`config.mk`:
```
export PLATFORM = sky130hd
export DESIGN_NAME = twc_out_reg_flat
export DESIGN_NICKNAME = d
export VERILOG_FILES = /design/src/trie_word_counter_defines.svh /design/src/twc_pkg.sv /design/src/twc_result_if.sv /design/src/twc_out_reg.sv /design/src/flat_wrapper.sv
export SDC_FILE = /design/constraint.sdc
export NUM_CORES = 1
export LEC_CHECK = 0
export BUFFER_PORTS_ARGS = -buffer_cell sky130_fd_sc_hd__buf_2
export CAP_MARGIN = 20
export CORE_MARGIN = 2
export CORE_UTILIZATION = 25
export DETAILED_ROUTE_END_ITERATION = 16
export GPL_ROUTABILITY_DRIVEN = 1
export HOLD_SLACK_MARGIN = 0.15
export SETUP_SLACK_MARGIN = 0.15
export SYNTH_ARGS = -nofsm -noshare
export SYNTH_HDL_FRONTEND = slang
export SYNTH_SLANG_ARGS = --single-unit
```
`constraint.sdc`:
```
create_clock -name clk -period 0.9 [get_ports clk]
set_input_delay 0.045 -clock clk [delete_from_list [all_inputs] [get_ports clk]]
set_output_delay 0.045 -clock clk [all_outputs]
set_load 0.1 [all_outputs]
```
`src/trie_word_counter_defines.svh`:
```
`ifndef TRIE_WORD_COUNTER_DEFINES_SVH
`define TRIE_WORD_COUNTER_DEFINES_SVH

// Check that cons holds in the same cycle as ante.
`define TWC_ASSERT_NOW(label, ante, cons, msg) \
    label: assert property (@(posedge clk) disable iff (!rst_n) (ante) |-> (cons)) \
        else $error(msg);

// Check that cons holds in the cycle after ante.
`define TWC_ASSERT_NEXT(label, ante, cons, msg) \
    label: assert property (@(posedge clk) disable iff (!rst_n) (ante) |=> (cons)) \
        else $error(msg);

`endif

```
`src/twc_pkg.sv`:
```
`timescale 1ns / 1ps

package twc_pkg;

    // Node pool and trie geometry
    localparam int NODE_COUNT = 4096;
    localparam int NODE_W     = 12;
    localparam int FREE_W     = NODE_W + 1;
    localparam int ALPHA      = 26;
    localparam int ALPHA_W    = $clog2(ALPHA);
    localparam int SLOT_COUNT = NODE_COUNT * ALPHA;
    localparam int SLOT_W     = $clog2(SLOT_COUNT);
    localparam int COUNT_W    = 32;
    localparam int CHAR_W     = 8;

    typedef logic [CHAR_W-1:0]  char_t;
    typedef logic [NODE_W-1:0]  node_t;
    typedef logic [FREE_W-1:0]  free_t;
    typedef logic [SLOT_W-1:0]  slot_t;
    typedef logic [ALPHA_W-1:0] idx_t;
    typedef logic [COUNT_W-1:0] count_t;
    typedef logic [1:0]         kind_t;

    // Result kinds
    localparam kind_t KIND_WORD = 2'd0;
    localparam kind_t KIND_END  = 2'd1;
    localparam kind_t KIND_FULL = 2'd2;

    // Character codes
    localparam char_t CH_NUL     = 8'd0;
    localparam char_t CH_UPPER_A = 8'd65;
    localparam char_t CH_UPPER_Z = 8'd90;
    localparam char_t CH_LOWER_A = 8'd97;
    localparam char_t CH_LOWER_Z = 8'd122;

    localparam count_t COUNT_MAX    = '1;
    localparam node_t  DISTINCT_MAX = '1;

    typedef struct packed {
        kind_t  kind;
        node_t  node_index;
        count_t word_count;
        node_t  distinct_words;
        logic   last;
    } result_t;

    typedef struct packed {
        logic    valid;
        result_t res;
    } push_t;

    // One node: the link slot that points at it, and its word count
    typedef struct packed {
        slot_t  parent;
        count_t count;
    } node_entry_t;

    localparam int NODE_ENTRY_W = $bits(node_entry_t);

    typedef struct packed {
        logic  re;
        slot_t raddr;
        logic  we;
        slot_t waddr;
        node_t wdata;
    } link_req_t;

    typedef struct packed {
        logic        re;
        node_t       raddr;
        logic        we;
        node_t       waddr;
        node_entry_t wdata;
    } node_req_t;

    typedef struct packed {
        logic hit;
        idx_t idx;
    } letter_t;

    // Fold case and map a letter to 0..25
    function automatic letter_t decode_letter(char_t ch);
        letter_t r;
        r.hit = 1'b0;
        r.idx = '0;
        if (ch >= CH_UPPER_A && ch <= CH_UPPER_Z)
        begin
            r.hit = 1'b1;
            r.idx = idx_t'(ch - CH_UPPER_A);
        end
        else if (ch >= CH_LOWER_A && ch <= CH_LOWER_Z)
        begin
            r.hit = 1'b1;
            r.idx = idx_t'(ch - CH_LOWER_A);
        end
        return r;
    endfunction

    // Link slot of child idx under node n
    function automatic slot_t slot_of(node_t n, idx_t i);
        return slot_t'(slot_t'(n) * slot_t'(ALPHA)) + slot_t'(i);
    endfunction

endpackage

```
`src/twc_result_if.sv`:
```
`timescale 1ns / 1ps

interface twc_result_if import twc_pkg::*; ();
    logic   valid;
    logic   ready;
    kind_t  kind;
    node_t  node_index;
    count_t word_count;
    node_t  distinct_words;
    logic   last;

    modport source (
        output valid, output kind, output node_index, output word_count,
        output distinct_words, output last, input ready
    );
    modport sink (
        input valid, input kind, input node_index, input word_count,
        input distinct_words, input last, output ready
    );
endinterface

```
`src/twc_out_reg.sv`:
```
`timescale 1ns / 1ps

module twc_out_reg import twc_pkg::*; (
    input  logic          clk,
    input  logic          rst_n,
    input  push_t         push,
    output logic          space,
    twc_result_if.source  result
);

    logic    valid_reg;
    result_t data_reg;

    // Room for a new word when empty or when the held one leaves now
    assign space = !valid_reg || result.ready;

    // Hold the valid flag until the sink takes the word
    always_ff @(posedge clk or negedge rst_n)
    begin
        if (!rst_n)
        begin
            valid_reg <= 1'b0;
        end
        else if (push.valid)
        begin
            valid_reg <= 1'b1;
        end
        else if (result.ready)
        begin
            valid_reg <= 1'b0;
        end
    end

    // Load the payload on push
    always_ff @(posedge clk)
    begin
        if (push.valid)
        begin
            data_reg <= push.res;
        end
    end

    assign result.valid          = valid_reg;
    assign result.kind           = data_reg.kind;
    assign result.node_index     = data_reg.node_index;
    assign result.word_count     = data_reg.word_count;
    assign result.distinct_words = data_reg.distinct_words;
    assign result.last           = data_reg.last;

endmodule

```
`src/flat_wrapper.sv`:
```
// flat-port wrapper written by rule: the top's interface ports become plain ports
module twc_out_reg_flat import twc_pkg::*;
  (clk, rst_n, push, space, result_valid, result_kind, result_node_index, result_word_count, result_distinct_words, result_last, result_ready);
  twc_result_if result_i ();
  input  logic clk;
  input  logic rst_n;
  input  push_t push;
  output logic space;
  output wire logic [$bits(result_i.valid)-1:0] result_valid;
  output wire logic [$bits(result_i.kind)-1:0] result_kind;
  output wire logic [$bits(result_i.node_index)-1:0] result_node_index;
  output wire logic [$bits(result_i.word_count)-1:0] result_word_count;
  output wire logic [$bits(result_i.distinct_words)-1:0] result_distinct_words;
  output wire logic [$bits(result_i.last)-1:0] result_last;
  input wire logic [$bits(result_i.ready)-1:0] result_ready;
  assign result_valid = result_i.valid;
  assign result_kind = result_i.kind;
  assign result_node_index = result_i.node_index;
  assign result_word_count = result_i.word_count;
  assign result_distinct_words = result_i.distinct_words;
  assign result_last = result_i.last;
  assign result_i.ready = result_ready;
  twc_out_reg u_core (.clk(clk), .rst_n(rst_n), .push(push), .space(space), .result(result_i));
endmodule
```
==> run metrics <==
CP arrival=1.09 ns; DP HPWL=3.25 mm; Sum Neg Setup Slack=-5.00 ns; # setup viols final=61; clock tree from TritonCTS=built; final hold slack=0.108 ns; #FFs+latches synth=60; startpoint types=flop; grt ovf=0; commonest non-fill, non-tap cell in the layout=buf_12; maxcap violations=0; root buffer cell=clkbuf_8; clk sinks=60; max reg flops=32; leakage=1.81 nW; number of nets in the layout=324; Placed Cells=287; Fin. Hold Viols=0; clock share of power=28.8%; DR WL/cell=13.4 um; CP Class=reg2out; synth unique cells=4; status=complete, but fails checks; # diodes=0; via/cell ratio=3.72; GP Congestion=0.639; share of layout cells above drive strength 1=54.1%; H-Tree Depth=3; area of the multi-input gates=27.5 um^2; die width=89.3 um; most frequent cells in the layout=64 x buf_12, 62 x buf_2, 61 x dlygate4sd3_1; Max VDD drop=0.00125 V; area grow syn2layout=141%; Synth Cell Area=0.00182 mm^2; largest net degree at the start of global routing=23; port bufs=123; first-pass GRT wire length=7.35 mm; Clock Skew=0 ns; CTS buffer count=9; worst setup margin=-0.239 ns; Clock Latency Late Sink=0.32 ns; Yosys warning count=0; Max FO, Critical Path=2; critical path data required time=0.85 ns; Die Ht=89.3 um; Non-Filler Instances=365; cts hold-fix bufs=61; fillers=537; worst-margin pin slew=0.165 ns; Int Power=0.00597 W; Initial DRC Count=25; Worst slew margin=89.1%; Initial Util=25.5%; Via Count=1356; first drt pass iteration count=3; Hold Path Class=in2reg; post-synthesis sequential area ratio=98.8%; Tmin final=1.14 ns; FMAX=0.878 GHz; Clk pin slew, worst setup/hold paths=0.07 ns; count of boundary I/O pins=124; part of the cycle the worst path needs=127%; Post-Syn Nets=125; total track usage=13.2%; register area=0.00180 mm^2; post-synthesis cell count=62; core area=0.00714 mm^2; failing checks=negative setup slack; sw frac=33.7%; initial antenna violation count=0; combinational power share=32.3%; Site Rows=31; final slew viol count=0; Net Switching=0.00304 W; Cell Pwr Density=2060 mW/mm^2; post-route ant nets=0; power share of the sequential group=38.9%; Total Wirelength=4.89 mm; CP Capture Type=output port; Remaining DRCs=0; fin util=61.3%; CTS Buffer Depth=2; die area=0.00798 mm^2; syn_area_per_cell=29.3 um^2; unrepaired setup endpoints after global routing=yes; vias in the first global route=1482
==> power groups by stage <==
| stage | Clock, W | Combinational (W) | Sequential [W] |
|---|---|---|---|
| after global placement | 0 | 0.00270 | 0.00356 |
| final | 0.00259 | 0.00291 | 0.00351 |
| after floorplan | 0 | 0.0000352 | 0.00502 |
| after detailed placement | 0 | 0.00272 | 0.00357 |
| after CTS | 0.00268 | 0.00293 | 0.00351 |
| after global routing | 0.00283 | 0.00299 | 0.00353 |
==> routing by layer <==
layer | wire length (um) | GRT usage, % | vias up
met5 | 0 | 0 | -
met3 | 472 | 6.09 | 9
met2 | 2500 | 21.7 | 81
li1 | - | - | 649
met4 | 91 | 7.33 | 0
met1 | 1830 | 14.0 | 617
==> Yosys cell counts <==
cell | count | share of area (%)
nand2b_4 | 1 | 0.76
dfrtp_1 | 1 | 1.4
edfxtp_1 | 59 | 97
nand2b_2 | 1 | 0.48
==> repair_timing <==
item / CTS / global route
hold endpoints to repair: 61 / 1
setup buffers: 1 / 0
setup endpoints to repair: 62 / 62
gates cloned: 0 / 0
gates resized for setup: 0 / 0
==> cell type report <==
class                           count  area share (%)
Timing Repair Buffer              188            50.5
Multi-Input combinational cell      2           0.629
Sequential cell                    60            41.1
Clock inverter                      7            2.09
Tap cell                           99            2.83
Clock buffer                        9            2.83
==> critical path, cell delays in order (launching register included) <==
cell	delay (ns)
dfrtp_4	0.51
nand2b_4	0.09
buf_12	0.17
==> logic make-up after synthesis <==
logic type / count (synthesis) / synth area share [%]
simple gates: 2 / 1.24
flops: 60 / 98.8
==> through the flow <==
stage / setup WS (ns) / area, um^2 / power, W
CTS: -0.267 / 4380 / 0.00911
global placement: 0.0936 / 3540 / 0.00626
global route: -0.288 / 4380 / 0.00935
detailed placement: 0.0832 / 3540 / 0.00629
finish: -0.239 / 4380 / 0.00901
floorplan: -0.220 / 1830 / 0.00505
==> worst paths after layout <==
kind / to / startpoint / slack [ns] / depth (start not counted)
max: space / u_core.result.valid / -0.24 / 2
min reg2reg: u_core.result.valid / u_core.result.valid / 0.73 / 3
min: u_core.result.valid / result_ready / 0.11 / 4
min in group asynchronous: u_core.result.valid / rst_n / 0.55 / 3
max in group asynchronous: u_core.result.valid / rst_n / 0.24 / 3
max reg2reg: u_core.result.valid / u_core.result.valid / 0.04 / 3
No activity file was read; power rests on OpenSTA's default activity.
