### config.mk
export PLATFORM = sky130hd
export DESIGN_NAME = twc_ram
export DESIGN_NICKNAME = d
export VERILOG_FILES = /design/src/trie_word_counter_defines.svh /design/src/twc_ram.sv
export SDC_FILE = /design/constraint.sdc
export NUM_CORES = 1
export LEC_CHECK = 0
export BUFFER_PORTS_ARGS = -buffer_cell sky130_fd_sc_hd__buf_2
export CAP_MARGIN = 20
export CORE_MARGIN = 2
export CORE_UTILIZATION = 40
export DETAILED_ROUTE_END_ITERATION = 10
export HOLD_SLACK_MARGIN = 0.15
export PLACE_DENSITY = 0.61
export REMOVE_ABC_BUFFERS = 1
export SLEW_MARGIN = 20
export SYNTH_ARGS = -nofsm -noshare
export SYNTH_HDL_FRONTEND = slang
export SYNTH_SLANG_ARGS = --single-unit
### constraint.sdc
create_clock -name clk -period 4.5 [get_ports clk]
set_input_delay 0.9 -clock clk [delete_from_list [all_inputs] [get_ports clk]]
set_output_delay 0.9 -clock clk [all_outputs]
set_load 0.05 [all_outputs]
### src/trie_word_counter_defines.svh
`ifndef TRIE_WORD_COUNTER_DEFINES_SVH
`define TRIE_WORD_COUNTER_DEFINES_SVH

// Check that cons holds in the same cycle as ante.
`define TWC_ASSERT_NOW(label, ante, cons, msg) \
    label: assert property (@(posedge clk) disable iff (!rst_n) (ante) |-> (cons)) \
        else $error(msg);

// Check that cons holds in the cycle after ante.
`define TWC_ASSERT_NEXT(label, ante, cons, msg) \
    label: assert property (@(posedge clk) disable iff (!rst_n) (ante) |=> (cons)) \
        else $error(msg);

`endif

### src/twc_ram.sv
`timescale 1ns / 1ps

module twc_ram #(
    parameter int WIDTH = 8,
    parameter int DEPTH = 16
) (
    input  logic                     clk,
    input  logic                     we,
    input  logic [$clog2(DEPTH)-1:0] waddr,
    input  logic [WIDTH-1:0]         wdata,
    input  logic                     re,
    input  logic [$clog2(DEPTH)-1:0] raddr,
    output logic [WIDTH-1:0]         rdata
);

    logic [WIDTH-1:0] mem_reg [DEPTH];
    logic [WIDTH-1:0] rdata_reg;

    // Write port and registered read port; read data holds between reads
    always_ff @(posedge clk)
    begin
        if (we)
        begin
            mem_reg[waddr] <= wdata;
        end
        if (re)
        begin
            rdata_reg <= mem_reg[raddr];
        end
    end

    assign rdata = rdata_reg;

endmodule

==> results of run 1 <==
## critical path, cell delays in order
cell	delay, ns
buf_2	0.72
buf_4	0.28
mux4_1	0.55
a22oi_1	0.21
nand2_1	0.08
## kinds of logic (layout without fill, tap and decap cells)
group                  count (synthesis)  after routing  synth area share, %
AO/OA/AOI/OAI                         16             16                2.298
AND/OR/NAND/NOR                       35             35                3.136
flip-flops                           136            136                78.12
buffers and inverters                 10             61                1.651
multiplexers                          32             32                14.79
## per-layer routing
layer,vias up,global-route usage (%),part of all wire [%]
met4,0,5.723,1.4
met2,75,23.34,48
li1,1054,-,-
met3,13,4.537,5.8
met1,1274,21.42,45
met5,-,0,0
## final cells by class
| cell class | instances | area, µm² | area share [%] |
|---|---|---|---|
| clock buffer | 18 | 429.2 | 7.029 |
| clock inverter | 14 | 157.7 | 2.582 |
| multi-input combinational | 83 | 1067 | 17.48 |
| sequential | 136 | 4084 | 66.89 |
| tap | 172 | 215.2 | 3.525 |
| timing repair buffer | 29 | 152.6 | 2.500 |
## power by group through the flow
stage          registers [mW]  clock network (mW)  logic, mW
5_1_grt                  1.44                1.43      0.157
3_5_place_dp             1.46                   0      0.146
6_report                 1.43                1.36      0.145
3_3_place_gp             1.46                   0      0.144
2_1_floorplan            1.48                   0     0.0569
4_1_cts                  1.44                1.38      0.147
## path summary, 6_finish.rpt
path                            start            endpoint  slack (ns)  cells past startpoint
max                          raddr[0]  rdata[1]$_DFFE_PP_        1.87                      5
min          mem_reg[14][6]$_DFFE_PP_  rdata[6]$_DFFE_PP_        0.75                      3
max reg2reg   mem_reg[0][0]$_DFFE_PP_  rdata[0]$_DFFE_PP_        2.93                      3
min reg2reg  mem_reg[14][6]$_DFFE_PP_  rdata[6]$_DFFE_PP_        0.75                      3
## synthesized netlist by cell type, drive strengths merged
library cell / instances / area share [%]
buf: 7 / 1.1
nand3: 1 / 0.096
clkdlybuf4s25: 3 / 0.57
nor3: 4 / 0.38
nor2: 13 / 0.93
nor2b: 1 / 0.12
mux4: 32 / 15
and2b: 1 / 0.14
nand2b: 2 / 0.24
or3b: 1 / 0.17
a22oi: 16 / 2.3
nand3b: 2 / 0.29
and2: 1 / 0.12
edfxtp: 136 / 78
nand2: 9 / 0.65
## stage by stage
| stage | std cells | util, % | setup slack, ns | hold slack, ns |
|---|---|---|---|---|
| after CTS | 452 | 48.19 | 1.820 | 0.7557 |
| after detailed placement | 420 | 43.56 | 1.406 | 0.7401 |
| after floorplan | 219 | - | 2.107 | 0.7048 |
| final | 452 | 48.19 | 1.873 | 0.7496 |
| after global routing | 452 | 48.19 | 1.729 | 0.7881 |
| after global placement | 420 | 43.56 | 1.423 | 0.7299 |
==> results.yml, run 1 <==
sta:
  fin_tns_setup_ns: 0
  slew_headroom_pct: 27.05
  period_needed_ns: 2.627
  worst_pin_slew_ns: 1.090
  grt_setup_unrepaired: "false"
  hold_viol_final: 0
  finalSetupViolations: 0
  skew_ns: 0.005504
  final_max_slew_viol_count: 0
  max_freq_mhz: 380.7
  fin_crit_sh_pct: 58.37
yosys:
  synth_cell_types: 18
  ys_seq_area_share_pct: 78.12
  syn_area_mm2: 0.005228
  synth_seq_cells: 136
  avgSynthCellArea_um2: 22.83
  synth_cells: 229
  ys_warn_count: 0
critical_path:
  cp_max_fo: 29
  required_ns: 4.65
  cp-end-kind: "register"
  critPathLaunchType: "input pin"
  criticalPathCategory: "in -> reg"
  arrival_ns: 2.78
routing:
  first_iter_violations: 271
  routed_via_density: 5.345
  dr.pass1.iters: 4
  wire_per_inst_um: 22.24
  vias: 2416
  ant_nets: 0
  drc_errors: 0
  drt_wl_total_um: 10050
placed_design:
  port-buffer-count: 26
  dp_hpwl_um: 6081
  post_dp_cell_area_mm2: 0.005519
  place_congestion: 0.6792
cts:
  cts_buffers: 17
  clock_path_buffers: 2
  holdBufCountCts: 0
  root_buffer: "clkbuf_16"
  cts_tree: "done"
  h-tree-depth: 4
  worstSkewPairLatency_ns: 0.41
  post-cts-setup-buffers: 0
  clk_pin_slew_ns: 0.06
  cts_resized: 0
  clock_sinks: 136
power_and_ir_drop:
  p_sw_uw: 601.4
  pwr-share-clk_pct: 46.3
  p_total_mw: 2.942
  power.internal_mw: 2.341
  p_leak_nw: 2.009
  ir_worst_vdd_mv: 0.2450
  seqPwrFrac_pct: 48.8
  p_per_area_mw_per_mm2: 481.9
  netSwitchingFraction_pct: 20.44
  combPwrFrac_pct: 4.9
floorplan:
  die_w_um: 118.3
  core_mm2: 0.01267
  die_y_um: 118.3
  fp.dieArea_mm2: 0.01400
  initial_core_util_pct: 41.26
  ios: 27
  rows: 41
global_routing:
  track_usage_pct: 15.47
  grt_antenna_before_repair: 0
  grt_max_degree: 33
  grt_pass1_vias: 2518
  gr-total-overflow: 0
  grt_pass1_wl_um: 15160
layout:
  drive_gt1_share_pct: 27.86
  syn_to_final_growth_pct: 16.80
  fillCellCount: 1065
  final_cell_mix: "edfxtp_1, buf_2, mux4_2"
  largest_reg_flops: 128
  fin_area_mm2: 0.006106
  insertedDiodeCount: 0
  final_common_cell: "edfxtp_1"
  fin_nets: 286
status:
  outcome: "finished, final reports clean"
job:
  drv_cap: 0
min_path:
  hold_path.class: "reg -> reg"
No activity file was read; power rests on OpenSTA's default activity.
==> run 2: changes to the inputs <==
Settings changed: PLACE_DENSITY 0.61 to 0.63.
Clock period 4.5 ns to 2.15 ns, I/O delays scaled along.
==> results.yml, run 2 (synthesized netlist as in run 1, its figures left out) <==
power_and_ir_drop:
  netSwitchingFraction_pct: 21.80
  pwr-share-clk_pct: 44.6
  p_leak_nw: 2.107
  ir_worst_vdd_mv: 0.5718
  p_total_mw: 6.010
  combPwrFrac_pct: 5.4
  seqPwrFrac_pct: 50.0
  p_sw_mw: 1.310
  power.internal_mw: 4.700
  p_per_area_mw_per_mm2: 962.4
critical_path:
  criticalPathCategory: "in -> reg"
  reg2reg_to: "rdata[1]$_DFFE_PP_"
  crit_family: "multiplexers"
  cp_num_cells: 5
  reg2regPathDepth: 3
  cp_cell_sequence: "buf_2 -> buf_12 -> mux4_1 -> a22oi_1 -> nand2_1"
  slowest_stage: "mux4_1"
  critPathLaunchType: "input pin"
  ff2ff_setup_slack_ns: 0.65
  cp-end-kind: "register"
  required_ns: 2.31
  crit_path_max_incr_delay_ns: 0.63
  arrival_ns: 1.72
  cp_max_fo: 17
  critPathBufInv: 2
  reg2reg_from: "mem_reg[1][1]$_DFFE_PP_"
job:
  drv_cap: 0
cts:
  root_buffer: "clkbuf_16"
  clk_pin_slew_ns: 0.06
  clock_path_buffers: 2
  cts_resized: 0
  clock_sinks: 136
  holdBufCountCts: 0
  worstSkewPairLatency_ns: 0.41
  cts_tree: "done"
  post-cts-setup-buffers: 0
  h-tree-depth: 4
  cts_buffers: 17
sta:
  worst_pin_slew_ns: 0.4482
  slew_headroom_pct: 70.12
  fin_crit_sh_pct: 72.68
  skew_ns: 0.01291
  hold_viol_final: 0
  final_max_slew_viol_count: 0
  max_freq_mhz: 639.9
  grt_setup_unrepaired: "false"
  whs_ns: 0.4032
  period_needed_ns: 1.563
  finalSetupViolations: 0
  worst_slack_ns: 0.5874
  fin_tns_setup_ns: 0
layout:
  insertedDiodeCount: 0
  fin_area_mm2: 0.006245
  fillCellCount: 1026
  multi_input_area_mm2: 0.001057
  syn_to_final_growth_pct: 19.46
  final_util_pct: 49.28
  final_cell_mix: "edfxtp_1, buf_2, buf_4"
  largest_reg_flops: 128
  fin_cells: 471
  seqCellArea_mm2: 0.004084
  fin_nets: 305
  drive_gt1_share_pct: 32.11
  final_common_cell: "edfxtp_1"
placed_design:
  place_congestion: 0.8307
  port-buffer-count: 26
  dp_cells: 439
  post-place-ws_ns: 0.1633
  post_dp_cell_area_mm2: 0.005689
  dp_hpwl_um: 6636
routing:
  first_iter_violations: 193
  drt_wl_total_um: 10450
  drc_errors: 0
  routed_via_density: 5.357
  vias: 2523
  wire_per_inst_um: 22.19
  ant_nets: 0
  dr.pass1.iters: 4
global_routing:
  grt_antenna_before_repair: 0
  track_usage_pct: 15.90
  grt_pass1_wl_um: 15930
  gr-total-overflow: 0
  grt_pass1_vias: 2526
  grt_max_degree: 33
min_path:
  holdPathStages: 1
  hold_end: "mem_reg[7][5]$_DFFE_PP_"
  holdCritStartpoint: "wdata[5]"
  hold_path.class: "in -> reg"
floorplan:
  initial_core_util_pct: 41.26
  die_w_um: 118.3
  die_y_um: 118.3
  core_mm2: 0.01267
  rows: 41
  ios: 27
  fp.dieArea_mm2: 0.01400
status:
  outcome: "finished, final reports clean"
## run 2: routing by layer
layer	up-vias	track usage (%)	wire length, µm
li1	1099	-	-
met1	1327	22.68	4755
met2	91	24.10	5028
met3	6	4.295	577
met4	0	4.744	90
met5	-	0	0
## run 2: final cells by class
| type | instances | share of cell area, % |
|---|---|---|
| clock buffers | 17 | 6.812 |
| clock inverters | 15 | 2.084 |
| flip-flops and latches | 136 | 65.40 |
| multi-input cells | 83 | 16.93 |
| repair buffers | 48 | 5.330 |
| well taps | 172 | 3.446 |
## run 2: power by group through the flow
stage | logic [mW] | registers, mW | clock network (mW)
6_report | 0.325 | 3.01 | 2.68
5_1_grt | 0.350 | 3.01 | 2.85
4_1_cts | 0.331 | 3.01 | 2.73
3_5_place_dp | 0.330 | 3.06 | 0
3_3_place_gp | 0.325 | 3.06 | 0
2_1_floorplan | 0.119 | 3.10 | 0
## run 2: worst reg2reg max path, cell delays in order (launching register included)
cell and delay, ns:
edfxtp_1 0.36, mux4_1 0.51, a22oi_1 0.28, nand2_1 0.09
## run 2: how the worst max path moves through the flow
stage / start / end / slack (ns)
after CTS: raddr[0] / rdata[1]$_DFFE_PP_ / 0.60
after detailed placement: raddr[0] / rdata[1]$_DFFE_PP_ / 0.16
after global routing: raddr[0] / rdata[1]$_DFFE_PP_ / 0.54
final: raddr[0] / rdata[2]$_DFFE_PP_ / 0.59
after global placement: raddr[0] / rdata[1]$_DFFE_PP_ / 0.17
after floorplan: waddr[2] / mem_reg[0][0]$_DFFE_PP_ / 0.23
