File: src/trie_word_counter_defines.svh
`ifndef TRIE_WORD_COUNTER_DEFINES_SVH
`define TRIE_WORD_COUNTER_DEFINES_SVH

// Check that cons holds in the same cycle as ante.
`define TWC_ASSERT_NOW(label, ante, cons, msg) \
    label: assert property (@(posedge clk) disable iff (!rst_n) (ante) |-> (cons)) \
        else $error(msg);

// Check that cons holds in the cycle after ante.
`define TWC_ASSERT_NEXT(label, ante, cons, msg) \
    label: assert property (@(posedge clk) disable iff (!rst_n) (ante) |=> (cons)) \
        else $error(msg);

`endif

File: src/twc_pkg.sv
`timescale 1ns / 1ps

package twc_pkg;

    // Node pool and trie geometry
    localparam int NODE_COUNT = 4096;
    localparam int NODE_W     = 12;
    localparam int FREE_W     = NODE_W + 1;
    localparam int ALPHA      = 26;
    localparam int ALPHA_W    = $clog2(ALPHA);
    localparam int SLOT_COUNT = NODE_COUNT * ALPHA;
    localparam int SLOT_W     = $clog2(SLOT_COUNT);
    localparam int COUNT_W    = 32;
    localparam int CHAR_W     = 8;

    typedef logic [CHAR_W-1:0]  char_t;
    typedef logic [NODE_W-1:0]  node_t;
    typedef logic [FREE_W-1:0]  free_t;
    typedef logic [SLOT_W-1:0]  slot_t;
    typedef logic [ALPHA_W-1:0] idx_t;
    typedef logic [COUNT_W-1:0] count_t;
    typedef logic [1:0]         kind_t;

    // Result kinds
    localparam kind_t KIND_WORD = 2'd0;
    localparam kind_t KIND_END  = 2'd1;
    localparam kind_t KIND_FULL = 2'd2;

    // Character codes
    localparam char_t CH_NUL     = 8'd0;
    localparam char_t CH_UPPER_A = 8'd65;
    localparam char_t CH_UPPER_Z = 8'd90;
    localparam char_t CH_LOWER_A = 8'd97;
    localparam char_t CH_LOWER_Z = 8'd122;

    localparam count_t COUNT_MAX    = '1;
    localparam node_t  DISTINCT_MAX = '1;

    typedef struct packed {
        kind_t  kind;
        node_t  node_index;
        count_t word_count;
        node_t  distinct_words;
        logic   last;
    } result_t;

    typedef struct packed {
        logic    valid;
        result_t res;
    } push_t;

    // One node: the link slot that points at it, and its word count
    typedef struct packed {
        slot_t  parent;
        count_t count;
    } node_entry_t;

    localparam int NODE_ENTRY_W = $bits(node_entry_t);

    typedef struct packed {
        logic  re;
        slot_t raddr;
        logic  we;
        slot_t waddr;
        node_t wdata;
    } link_req_t;

    typedef struct packed {
        logic        re;
        node_t       raddr;
        logic        we;
        node_t       waddr;
        node_entry_t wdata;
    } node_req_t;

    typedef struct packed {
        logic hit;
        idx_t idx;
    } letter_t;

    // Fold case and map a letter to 0..25
    function automatic letter_t decode_letter(char_t ch);
        letter_t r;
        r.hit = 1'b0;
        r.idx = '0;
        if (ch >= CH_UPPER_A && ch <= CH_UPPER_Z)
        begin
            r.hit = 1'b1;
            r.idx = idx_t'(ch - CH_UPPER_A);
        end
        else if (ch >= CH_LOWER_A && ch <= CH_LOWER_Z)
        begin
            r.hit = 1'b1;
            r.idx = idx_t'(ch - CH_LOWER_A);
        end
        return r;
    endfunction

    // Link slot of child idx under node n
    function automatic slot_t slot_of(node_t n, idx_t i);
        return slot_t'(slot_t'(n) * slot_t'(ALPHA)) + slot_t'(i);
    endfunction

endpackage

File: src/twc_text_if.sv
`timescale 1ns / 1ps

interface twc_text_if import twc_pkg::*; ();
    logic  valid;
    logic  ready;
    char_t character;

    modport source (output valid, output character, input ready);
    modport sink (input valid, input character, output ready);
endinterface

File: src/twc_ctrl.sv
`timescale 1ns / 1ps

module twc_ctrl import twc_pkg::*; (
    input  logic        clk,
    input  logic        rst_n,
    twc_text_if.sink    text,
    output push_t       push,
    input  logic        space,
    output link_req_t   link_req,
    input  node_t       link_rdata,
    output node_req_t   node_req,
    input  node_entry_t node_rdata
);

    localparam logic [2:0] S_IDLE     = 3'd0;
    localparam logic [2:0] S_LINK     = 3'd1;
    localparam logic [2:0] S_CHECK    = 3'd2;
    localparam logic [2:0] S_FIN_SEP  = 3'd3;
    localparam logic [2:0] S_FIN_END  = 3'd4;
    localparam logic [2:0] S_EMIT_END = 3'd5;

    logic [2:0] state_reg, state_next;
    node_t      cur_reg, cur_next;
    free_t      free_reg, free_next;
    logic       inside_reg, inside_next;
    logic       skip_reg, skip_next;
    node_t      distinct_reg, distinct_next;
    slot_t      slot_reg, slot_next;
    node_t      link_reg, link_next;

    logic    acc;
    logic    pending;
    logic    link_hit;
    logic    pool_full;
    logic    bump;
    count_t  cnt_new;
    letter_t lt;
    slot_t   slot_in;

    assign text.ready = (state_reg == S_IDLE);
    assign acc        = text.valid && text.ready;
    assign lt         = decode_letter(text.character);
    assign slot_in    = slot_of(cur_reg, lt.idx);
    assign pending    = inside_reg && !skip_reg;
    assign pool_full  = (free_reg == free_t'(NODE_COUNT));

    // Saturating count update and distinct-word bump for the word being closed
    assign cnt_new = (node_rdata.count == COUNT_MAX) ? node_rdata.count
                                                     : node_rdata.count + count_t'(1);
    assign bump    = (node_rdata.count == '0) && (distinct_reg != DISTINCT_MAX);

    // A stored link is live only if it points at a node of this text
    // whose recorded parent slot is the one just read
    always_comb
    begin
        link_hit = 1'b0;
        if (link_reg != '0)
        begin
            if (free_t'(link_reg) < free_reg)
            begin
                if (node_rdata.parent == slot_reg)
                begin
                    link_hit = 1'b1;
                end
            end
        end
    end

    // Sequence one word through link read, node read and update
    always_comb
    begin
        state_next    = state_reg;
        cur_next      = cur_reg;
        free_next     = free_reg;
        inside_next   = inside_reg;
        skip_next     = skip_reg;
        distinct_next = distinct_reg;
        slot_next     = slot_reg;
        link_next     = link_reg;
        link_req      = '0;
        node_req      = '0;
        push          = '0;

        unique case (state_reg)
            S_IDLE:
            begin
                if (acc)
                begin
                    priority if (text.character == CH_NUL)
                    begin
                        if (pending)
                        begin
                            node_req.re    = 1'b1;
                            node_req.raddr = cur_reg;
                            state_next     = S_FIN_END;
                        end
                        else
                        begin
                            state_next = S_EMIT_END;
                        end
                    end
                    else if (lt.hit)
                    begin
                        inside_next = 1'b1;
                        if (!skip_reg)
                        begin
                            link_req.re    = 1'b1;
                            link_req.raddr = slot_in;
                            slot_next      = slot_in;
                            state_next     = S_LINK;
                        end
                    end
                    else
                    begin
                        if (pending)
                        begin
                            node_req.re    = 1'b1;
                            node_req.raddr = cur_reg;
                            state_next     = S_FIN_SEP;
                        end
                        else
                        begin
                            cur_next    = '0;
                            inside_next = 1'b0;
                            skip_next   = 1'b0;
                        end
                    end
                end
            end

            S_LINK:
            begin
                // Fetch the node the link points at to verify it
                link_next      = link_rdata;
                node_req.re    = 1'b1;
                node_req.raddr = link_rdata;
                state_next     = S_CHECK;
            end

            S_CHECK:
            begin
                priority if (link_hit)
                begin
                    cur_next   = link_reg;
                    state_next = S_IDLE;
                end
                else if (pool_full)
                begin
                    // Flag the full pool and drop the rest of the word
                    if (space)
                    begin
                        push.valid              = 1'b1;
                        push.res.kind           = KIND_FULL;
                        push.res.node_index     = cur_reg;
                        push.res.distinct_words = distinct_reg;
                        push.res.last           = 1'b1;
                        skip_next               = 1'b1;
                        state_next              = S_IDLE;
                    end
                end
                else
                begin
                    // Take the next free node for this child
                    link_req.we           = 1'b1;
                    link_req.waddr        = slot_reg;
                    link_req.wdata        = node_t'(free_reg);
                    node_req.we           = 1'b1;
                    node_req.waddr        = node_t'(free_reg);
                    node_req.wdata.parent = slot_reg;
                    node_req.wdata.count  = '0;
                    cur_next              = node_t'(free_reg);
                    free_next             = free_reg + free_t'(1);
                    state_next            = S_IDLE;
                end
            end

            S_FIN_SEP, S_FIN_END:
            begin
                if (space)
                begin
                    node_req.we             = 1'b1;
                    node_req.waddr          = cur_reg;
                    node_req.wdata.parent   = node_rdata.parent;
                    node_req.wdata.count    = cnt_new;
                    distinct_next           = distinct_reg + node_t'(bump);
                    push.valid              = 1'b1;
                    push.res.kind           = KIND_WORD;
                    push.res.node_index     = cur_reg;
                    push.res.word_count     = cnt_new;
                    push.res.distinct_words = distinct_reg + node_t'(bump);
                    push.res.last           = (state_reg == S_FIN_SEP);
                    cur_next                = '0;
                    inside_next             = 1'b0;
                    skip_next               = 1'b0;
                    state_next              = (state_reg == S_FIN_SEP) ? S_IDLE : S_EMIT_END;
                end
            end

            S_EMIT_END:
            begin
                // Report the text total, then start a fresh trie
                if (space)
                begin
                    push.valid              = 1'b1;
                    push.res.kind           = KIND_END;
                    push.res.distinct_words = distinct_reg;
                    push.res.last           = 1'b1;
                    cur_next                = '0;
                    free_next               = free_t'(1);
                    inside_next             = 1'b0;
                    skip_next               = 1'b0;
                    distinct_next           = '0;
                    state_next              = S_IDLE;
                end
            end

            default:
            begin
                state_next = S_IDLE;
            end
        endcase
    end

    // Control state
    always_ff @(posedge clk or negedge rst_n)
    begin
        if (!rst_n)
        begin
            state_reg    <= S_IDLE;
            cur_reg      <= '0;
            free_reg     <= free_t'(1);
            inside_reg   <= 1'b0;
            skip_reg     <= 1'b0;
            distinct_reg <= '0;
        end
        else
        begin
            state_reg    <= state_next;
            cur_reg      <= cur_next;
            free_reg     <= free_next;
            inside_reg   <= inside_next;
            skip_reg     <= skip_next;
            distinct_reg <= distinct_next;
        end
    end

    // Hold the slot and link of the letter under way
    always_ff @(posedge clk)
    begin
        slot_reg <= slot_next;
        link_reg <= link_next;
    end

endmodule

File: src/flat_wrapper.sv
// flat-port wrapper written by rule: the top's interface ports become plain ports
module twc_ctrl_flat import twc_pkg::*;
  (clk, rst_n, push, space, link_req, link_rdata, node_req, node_rdata, text_valid, text_character, text_ready);
  twc_text_if text_i ();
  input  logic clk;
  input  logic rst_n;
  output push_t push;
  input  logic space;
  output link_req_t link_req;
  input  node_t link_rdata;
  output node_req_t node_req;
  input  node_entry_t node_rdata;
  input wire logic [$bits(text_i.valid)-1:0] text_valid;
  input wire logic [$bits(text_i.character)-1:0] text_character;
  output wire logic [$bits(text_i.ready)-1:0] text_ready;
  assign text_i.valid = text_valid;
  assign text_i.character = text_character;
  assign text_ready = text_i.ready;
  twc_ctrl u_core (.clk(clk), .rst_n(rst_n), .text(text_i), .push(push), .space(space), .link_req(link_req), .link_rdata(link_rdata), .node_req(node_req), .node_rdata(node_rdata));
endmodule
File: config.mk
export PLATFORM = sky130hd
export DESIGN_NAME = twc_ctrl_flat
export DESIGN_NICKNAME = d
export VERILOG_FILES = /design/src/trie_word_counter_defines.svh /design/src/twc_pkg.sv /design/src/twc_text_if.sv /design/src/twc_ctrl.sv /design/src/flat_wrapper.sv
export SDC_FILE = /design/constraint.sdc
export NUM_CORES = 1
export LEC_CHECK = 0
export BUFFER_PORTS_ARGS = -buffer_cell sky130_fd_sc_hd__buf_2
export CORE_MARGIN = 5
export CORE_UTILIZATION = 56
export CTS_CLUSTER_SIZE = 25
export DETAILED_ROUTE_END_ITERATION = 8
export GPL_TIMING_DRIVEN = 0
export PLACE_DENSITY = 0.94
export SYNTH_ARGS = -nofsm -noshare
export SYNTH_HDL_FRONTEND = slang
export SYNTH_SLANG_ARGS = --single-unit
File: constraint.sdc
create_clock -name clk -period 11.4 [get_ports clk]
set_input_delay 2.28 -clock clk [delete_from_list [all_inputs] [get_ports clk]]
set_output_delay 2.28 -clock clk [all_outputs]
set_load 0.05 [all_outputs]
==> results of run 1 <==
[worst max-delay path, stage by stage]
cell      delay (ns)
buf_2           0.14
inv_1           0.09
ha_1            0.20
nand2b_1        0.06
a31oi_1         0.08
o21ai_0         0.32
clkbuf_1        0.36
nor2b_1         0.12
ha_1            0.29
a21o_1          0.11
a21oi_1         0.10
nor2b_1         0.18
nor2_1          0.08
or2_2           0.34
nor4_4          0.24
xor2_1          0.23
and2_1          0.17
buf_2           0.28
[stage by stage]
stage / instances / hold WS (ns)
2_1_floorplan: 946 / 0.498
3_3_place_gp: 1378 / 0.524
3_5_place_dp: 1378 / 0.547
4_1_cts: 1394 / 0.560
5_1_grt: 1394 / 0.578
6_report: 1394 / 0.559
[kinds of logic after synthesis]
group                    count (synthesis)
adder cells (fa/ha/maj)                 66
multiplexers                            13
flip-flops                              71
XOR/XNOR                                72
buffers and inverters                  123
AO/OA/AOI/OAI                          203
AND/OR/NAND/NOR                        398
[cell usage in the layout (no fill, tap or decap), drive strengths merged, types with 5 or more instances in the layout]
| cell type | n |
|---|---|
| nor3 | 23 |
| nand2 | 54 |
| xor2 | 43 |
| nor2 | 113 |
| nand4 | 16 |
| nor2b | 22 |
| xnor2 | 29 |
| and4 | 6 |
| a22oi | 16 |
| clkinv | 5 |
| o21ai | 46 |
| nor4 | 19 |
| clkbuf | 48 |
| buf | 260 |
| a211oi | 5 |
| nand2b | 7 |
| o2bb2ai | 13 |
| a21o | 38 |
| and2 | 64 |
| o311ai | 5 |
| dfrtp | 41 |
| mux2i | 13 |
| edfxtp | 29 |
| a31oi | 7 |
| a21boi | 7 |
| inv | 82 |
| a21oi | 35 |
| or3 | 14 |
| ha | 56 |
| and3 | 12 |
| fa | 10 |
| nand3 | 29 |
[metal layers]
metal | wire length (microns) | GRT usage [%] | share of wire, % | up-vias
li1 | - | - | - | 3866
met1 | 9750 | 36.1 | 39 | 3851
met3 | 1870 | 4.32 | 7.4 | 78
met4 | 1330 | 17.1 | 5.3 | 0
met5 | 0 | 0 | 0 | -
met2 | 12300 | 53.1 | 49 | 432
[where the power goes]
part	leakage [nW]	total, mW	switching (mW)	internal [mW]
clock network	0.143	0.275	0.121	0.154
logic	3.95	0.962	0.697	0.265
registers	0.844	0.364	0.0496	0.314
total	4.93	1.60	0.867	0.734
[worst max-delay path by stage]
stage          slack, ns            to  cells after the start
3_3_place_gp        3.63  link_req[46]                     18
3_5_place_dp        3.47  link_req[46]                     18
5_1_grt             3.21  link_req[45]                     18
2_1_floorplan       4.06       push[9]                     11
6_report            3.43  link_req[46]                     18
4_1_cts             3.45  link_req[46]                     18
[area by class of cell]
cell class                      count  area share [%]
Inverter                           81            3.27
Sequential cell                    71            20.7
Tap cell                          176            2.37
Clock inverter                      6           0.484
Buffer                             42            1.79
Clock buffer                       10            2.57
Multi-Input combinational cell    752            55.1
Timing Repair Buffer              256            13.8
==> results.md, run 1 <==
* GRT Residual Overflow at 0
* CP Data Required Time at approximately 9.1 ns
* Fmax at between 100 and 150 MHz
* Leading post-synthesis cells by cell area: dfrtp_1 (14%), edfxtp_1 (12%), ha_1 (9.3%)
* Final Hold Violating Endpoints at 0
* Vias per cell at slightly below 6
* Synthesized area at between 7000 and 8000 sq um
* Register area at 1920 sq um
* Crit path DAT at between 5 and 6 ns
* CTS root buf: clkbuf_16
* Iteration-0 DRC Markers at between 400 and 500
* Die ar. at between 15000 and 20000 sq um
* Number of global-route vias before repair at between 8000 and 9000
* Critical Path Fanout Max at 10
* Final WS setup at between 3 and 4 ns
* Placed Area at between 9000 and 10000 sq um
* Leakage at between 4 and 5 nW
* Mux share of post-synthesis cell area at 1.73%
* Mean cell area of the mapped netlist at slightly below 8 sq um
* CTS buffer count at 9
* Post-route setup TNS at 0 ns
* Vias after detailed routing at just over 8000
* Nets at 1352
* DRC at 0
* Synth cell count leaders: nor2_1 (113), inv_1 (80), and2_1 (63)
* Synth Register Bits at between 70 and 80
* Yosys cell types at between 60 and 70
* Fillcell total at 1009
* HPWL after DPL at between 20000 and 25000 microns
* Post-layout util at 70.6%
* PD cells at around 170 nW/um^2
* Layout cell share with drive strength beyond 1 at between 20% and 30%
* Layout Skew at about 0.012 ns
* Fin crit share at a little over two thirds
* Number of setup buffers added after CTS at 0
* Register area share after synthesis at around a quarter
* VDD IR max at 0.125 mV
* Hold endpoint: u_core.distinct_reg[0]
* DP Worst Slack at approximately 3.5 ns
* XOR/XNOR Fraction of Synth Area at 8.38%
* Chip width at 126 microns
* Largest family of logic cells by synthesized area: simple AND/OR/NAND/NOR gates
* R2R setup slack at 7.40 ns
* Post-Syn Nets at about 1100
* Global Route Usage Sum at approximately 30%
* Top_reg_cell synth: dfrtp_1
* CP endpoint kind: output pin
* First-pass GRT wire length at a little under 40000 microns
* PnR Total Power at about 1.6 mW
* Clock buffer depth at 2
* Async S/R FF share, synth at around three fifths
* Tmin final at around 8 ns
* Largest net degree at the start of global routing at 43
* Endpoints failing setup at 0
* Share of the synthesized area in the top cell type at between 10% and 20%
* Area Growth Syn to Fin at 23.7%
* Clock-pin slew on the worst setup and hold paths at about 0.070 ns
* CP startpoint: text_character[0]
* R2R Path End: u_core.slot_reg[16]
* Hold Path Class: reg2reg
* RSZ-0062 raised after global routing: no
* Hold path depth at 1
* # clock sinks at between 70 and 80
* Worst-Margin Slew at 1.13 ns
* Complex-gate fraction of the synthesized area at a little under a fifth
* Max-slew headroom at about 25%
* Crit start category: primary input
* Number of diodes at 0
* Initial Utilization at between 50% and 60%
* Count leader, synth: nor2_1
* Synth Area in Adders at approximately an eighth
* Post-CTS sizing at 0
* Min-delay src: u_core.distinct_reg[0]
* Ports at between 200 and 300
* Setup Crit Path Kind: in2out
* Post-synth EDFFs at 29
* Routed Antenna Nets at 0
* Synthesized instance count at between 900 and 1000
* Die Y at 126 microns
* YS warnings at 0
* Wirelength, routed at about 25000 microns
* Status: completed
* Worst-Skew Late Latency at 0.35 ns
* Rows at between 40 and 50
* Post-synthesis simple-gate area fraction at between 20% and 30%
* Port bufs at about 260
* Max-cap violations at 0
* Max FFs per register at 17
* Max-slew violations at 0
* WL per Instance at roughly 18 microns
* Final instance area at roughly 9300 sq um
* R2R cell count at 11
* FF-to-FF Start: u_core.cur_reg[1]
* Multi-input logic area at 5130 sq um
* Synth area leader: dfrtp_1
* H-tree depth at 3
* Core area at 13200 sq um
* CTS tree: done
* RD Place Congestion at 0.946
* Hold-fix buffers, CTS at 0
* Initial DRT Pass Iterations at 5
* Antenna violations before repair at 0
Note: power is estimated with default switching activity, not from simulation.
==> inputs of run 2 (changes only) <==
ABC_AREA = 1   (was not set)
CORE_UTILIZATION = 54   (was 56)
PLACE_DENSITY = 0.89   (was 0.94)
clock period = 8.2 ns   (was 11.4 ns; I/O delays follow)
==> results.md, run 2 <==
* Status: completed (unchanged)
* Hold-fix buffers, CTS at 0 (unchanged)
* Endpoints failing setup at 0 (unchanged)
* Async S/R FF share, synth at 59.2% (unchanged)
* CTS tree: done (unchanged)
* Rows at 46 (was 42)
* Chip width at 138 microns (was 126 microns)
* Iteration-0 DRC Markers at 1133 (was 486)
* Post-CTS sizing at 0 (unchanged)
* Mean cell area of the mapped netlist at 6.03 sq um (was 7.95 sq um)
* CP endpoint kind: output pin (unchanged)
* Post-Syn Nets at 1606 (was 1085)
* Share of the synthesized area in the top cell type at 16.8% (was 13.6%)
* Tmin final at roughly 6.8 ns
* Layout Skew at 0.0125 ns (was 0.0118 ns)
* Die ar. at 19000 sq um (was 15800 sq um)
* CTS root buf: clkbuf_16 (unchanged)
* Routed Antenna Nets at 0 (unchanged)
* # clock sinks at 71 (unchanged)
* Number of global-route vias before repair at 10162 (was 8092)
* Count leader, synth: nand2_1 (was nor2_1)
* Yosys cell types at 49 (was 65)
* HPWL after DPL at 26400 microns (was 20100 microns)
* Largest net degree at the start of global routing at 43 (unchanged)
* CP startpoint: text_character[0] (unchanged)
* R2R cell count at 14 (was 11)
* Crit start category: primary input (unchanged)
* Most frequent cells in the layout: nand2_1 (397), buf_2 (272), inv_1 (238) (was buf_2 (257), nor2_1 (113), inv_1 (80))
* Fmax at between 100 and 150 MHz
* Synthesized area at 8840 sq um (was 7520 sq um)
* Register area share after synthesis at 21.7% (was 25.6%)
* RD Place Congestion at 1.02 (was 0.946)
* CP Data Required Time at 6.56 ns (was 9.12 ns)
* Post-route setup TNS at 0 ns (unchanged)
* CTS buffer count at 9 (unchanged)
* Top_reg_cell synth: dfrtp_1 (unchanged)
* Crit path top cell by count: nand2_1
* Max FFs per register at 17 (unchanged)
* FF-to-FF Start: u_core.cur_reg[1] (unchanged)
* DP Worst Slack at 1.37 ns (was 3.47 ns)
* Commonest non-fill, non-tap cell in the layout: nand2_1 (was buf_2)
* Crit path capture: link_req[45] (was link_req[46])
* GRT Residual Overflow at 0 (unchanged)
* Critical-path top delay cell: fa_1 (was clkbuf_1)
* Buf+Inv Stages, Crit Path at 5 (was 4)
* R2R Path End: u_core.slot_reg[16] (unchanged)
* Levels on crit path at 23 (was 18)
* CP delay by family, top: simple AND/OR/NAND/NOR gates (unchanged)
* Antenna violations before repair at 1 (was 0)
* R2R setup slack at 4.63 ns (was 7.40 ns)
* Hold Path Class: reg2reg (unchanged)
* Nets at 1873 (was 1352)
* Setup Crit Path Kind: in2out (unchanged)
* Port bufs at 256 (unchanged)
* VDD IR max at 0.205 mV (was 0.125 mV)
* H-tree depth at 3 (unchanged)
* Synth area leader: nand2_1 (was dfrtp_1)
* YS warnings at 0 (unchanged)
* RSZ-0062 raised after global routing: no (unchanged)
* Max-cap violations at 0 (unchanged)
* Clock buffer depth at 2 (unchanged)
* Max-slew headroom at 32.5% (was 24.6%)
* Clock-pin slew on the worst setup and hold paths at 0.06 ns (was 0.07 ns)
* Vias per cell at 5.65 (was 5.90)
* Synth Register Bits at 71 (unchanged)
* Core area at 16000 sq um (was 13200 sq um)
* Worst-Skew Late Latency at 0.35 ns (about the same)
* Synthesized instance count at 1467 (was 946)
* Crit path DAT at 5.19 ns (was 5.69 ns)
* Die Y at 138 microns (was 126 microns)
* PD cells at 288 nW/um^2 (was 172 nW/um^2)
* Max-slew violations at 0 (unchanged)
* Critical Path Fanout Max at 10 (unchanged)
* Layout cell share with drive strength beyond 1 at 18.4% (was 23.3%)
* CP Cell Sequence: buf_2 > inv_1 > ha_1 > nand2_1 > nor2_1 > nand2_1 > nand3_1 > inv_1 > nand2_1 > nor2_1 > ha_1 > inv_1 > fa_1 > o21ai_0 > nand3_1 > nor2_1 > nand2_1 > nor2_1 > nand2_1 > o21ai_0 > nand2_1 > nor2_1 > buf_2 (was buf_2 > inv_1 > ha_1 > nand2b_1 > a31oi_1 > o21ai_0 > clkbuf_1 > nor2b_1 > ha_1 > a21o_1 > a21oi_1 > nor2b_1 > nor2_1 > or2_2 > nor4_4 > xor2_1 > and2_1 > buf_2)
* Post-synth EDFFs at 29 (unchanged)
* DRC at 0 (unchanged)
* Global Route Usage Sum at 33.4% (was 30.5%)
* Wirelength, routed at 32400 microns (was 25300 microns)
* First-pass GRT wire length at 50200 microns (was 39600 microns)
* Initial Utilization at 55.3% (was 57.0%)
* WL per Instance at 16.6 microns (was 18.1 microns)
* Synth cell count leaders: nand2_1 (397), inv_1 (238), nor2_1 (187) (was nor2_1 (113), inv_1 (80), and2_1 (63))
* Final Hold Violating Endpoints at 0 (unchanged)
* Number of setup buffers added after CTS at 0 (unchanged)
* Worst-Margin Slew at 1.01 ns (was 1.13 ns)
* Area Growth Syn to Fin at 20.7% (was 23.7%)
* Hold path depth at 2 (was 1)
* Final WS setup at 1.37 ns (was 3.43 ns)
* Initial DRT Pass Iterations at 6 (was 5)
* Ports at 257 (unchanged)
* Leading post-synthesis cells by cell area: nand2_1 (17%), dfrtp_1 (12%), inv_1 (10%) (was dfrtp_1 (14%), edfxtp_1 (12%), ha_1 (9.3%))
* Vias after detailed routing at 11044 (was 8227)
* PnR Total Power at 3.07 mW (was 1.60 mW)
* Leakage at 5.99 nW (was 4.93 nW)
* Fin crit share at between 80% and 90%
* CP peak stage delay at 0.39 ns (was 0.36 ns)
run 2: cell count changes after synthesis, moves of 16 or more:
cell,previous run,this run
a21o_1,38,0
a21oi_1,35,60
a22oi_1,16,0
and2_1,63,1
clkbuf_1,38,16
inv_1,80,238
nand2_1,53,397
nand3_1,29,117
nor2_1,113,187
nor2b_1,22,0
nor3_1,23,44
o21ai_0,45,75
o22ai_1,0,22
xnor2_1,29,9
run 2: cell type report:
cell class | count | area, sq um
Clock inverter | 6 | 41.3
Sequential cell | 71 | 1920
Buffer | 46 | 209
Fill cell | 1507 | 5320
Inverter | 246 | 923
Timing Repair Buffer | 256 | 1280
Tap cell | 216 | 270
Multi-Input combinational cell | 1104 | 5790
Clock buffer | 10 | 239
Antenna cell | 1 | 2.50
run 2: kinds of logic (layout without fill, tap and decap cells):
family,Yosys count,count (layout),share of synthesized area [%]
xor gates and xnor gates,37,37,3.66
and+or+nand+nor,812,812,39.5
DFF,71,71,21.7
other,0,1,0
buffers and inverters,292,564,12.8
AOI/OAI and AO/OA,189,189,12.1
adders and majority gates,66,66,10.2
run 2: worst reg2reg max path: stages, from the launching register on:
cell      delay [ns]
dfrtp_1         0.49
ha_1            0.37
fa_1            0.56
inv_1           0.07
fa_1            0.44
inv_1           0.09
nand2_1         0.08
nand2_1         0.13
nand3b_1        0.09
nand2_1         0.14
nand4_1         0.20
nor3_1          0.38
nand3_1         0.12
nand2_1         0.13
inv_1           0.05
run 2: how the worst min path moves through the flow:
stage,from,endpoint,slack [ns]
floorplan,u_core.inside_reg,u_core.inside_reg,0.45
global placement,u_core.inside_reg,u_core.inside_reg,0.48
detailed placement,u_core.inside_reg,u_core.inside_reg,0.49
CTS,u_core.inside_reg,u_core.inside_reg,0.51
global route,u_core.inside_reg,u_core.inside_reg,0.55
finish,u_core.inside_reg,u_core.inside_reg,0.51
run 2: power by group:
group | internal (mW) | leakage, nW | switching, mW
registers | 0.488 | 0.829 | 0.134
logic | 0.521 | 5.02 | 1.55
clock network | 0.214 | 0.140 | 0.169
run 2: per-layer routing:
metal / share of wire (%) / global-route usage [%] / vias to the layer above
li1: - / - / 5301
met1: 38 / 41.5 / 4967
met2: 48 / 57.4 / 688
met4: 3.5 / 13.8 / 0
met5: 0 / 0 / -
met3: 11 / 5.70 / 88
run 2: through the flow:
| step | utilization (%) | instances | hold slack [ns] | instance area (sq um) |
|---|---|---|---|---|
| detailed placement | 65.0 | 1939 | 0.493 | 10400 |
| finish | 66.7 | 1956 | 0.512 | 10700 |
| floorplan | - | 1467 | 0.453 | 8840 |
| global route | 66.7 | 1956 | 0.551 | 10700 |
| global placement | 65.0 | 1939 | 0.475 | 10400 |
| CTS | 66.7 | 1955 | 0.506 | 10700 |
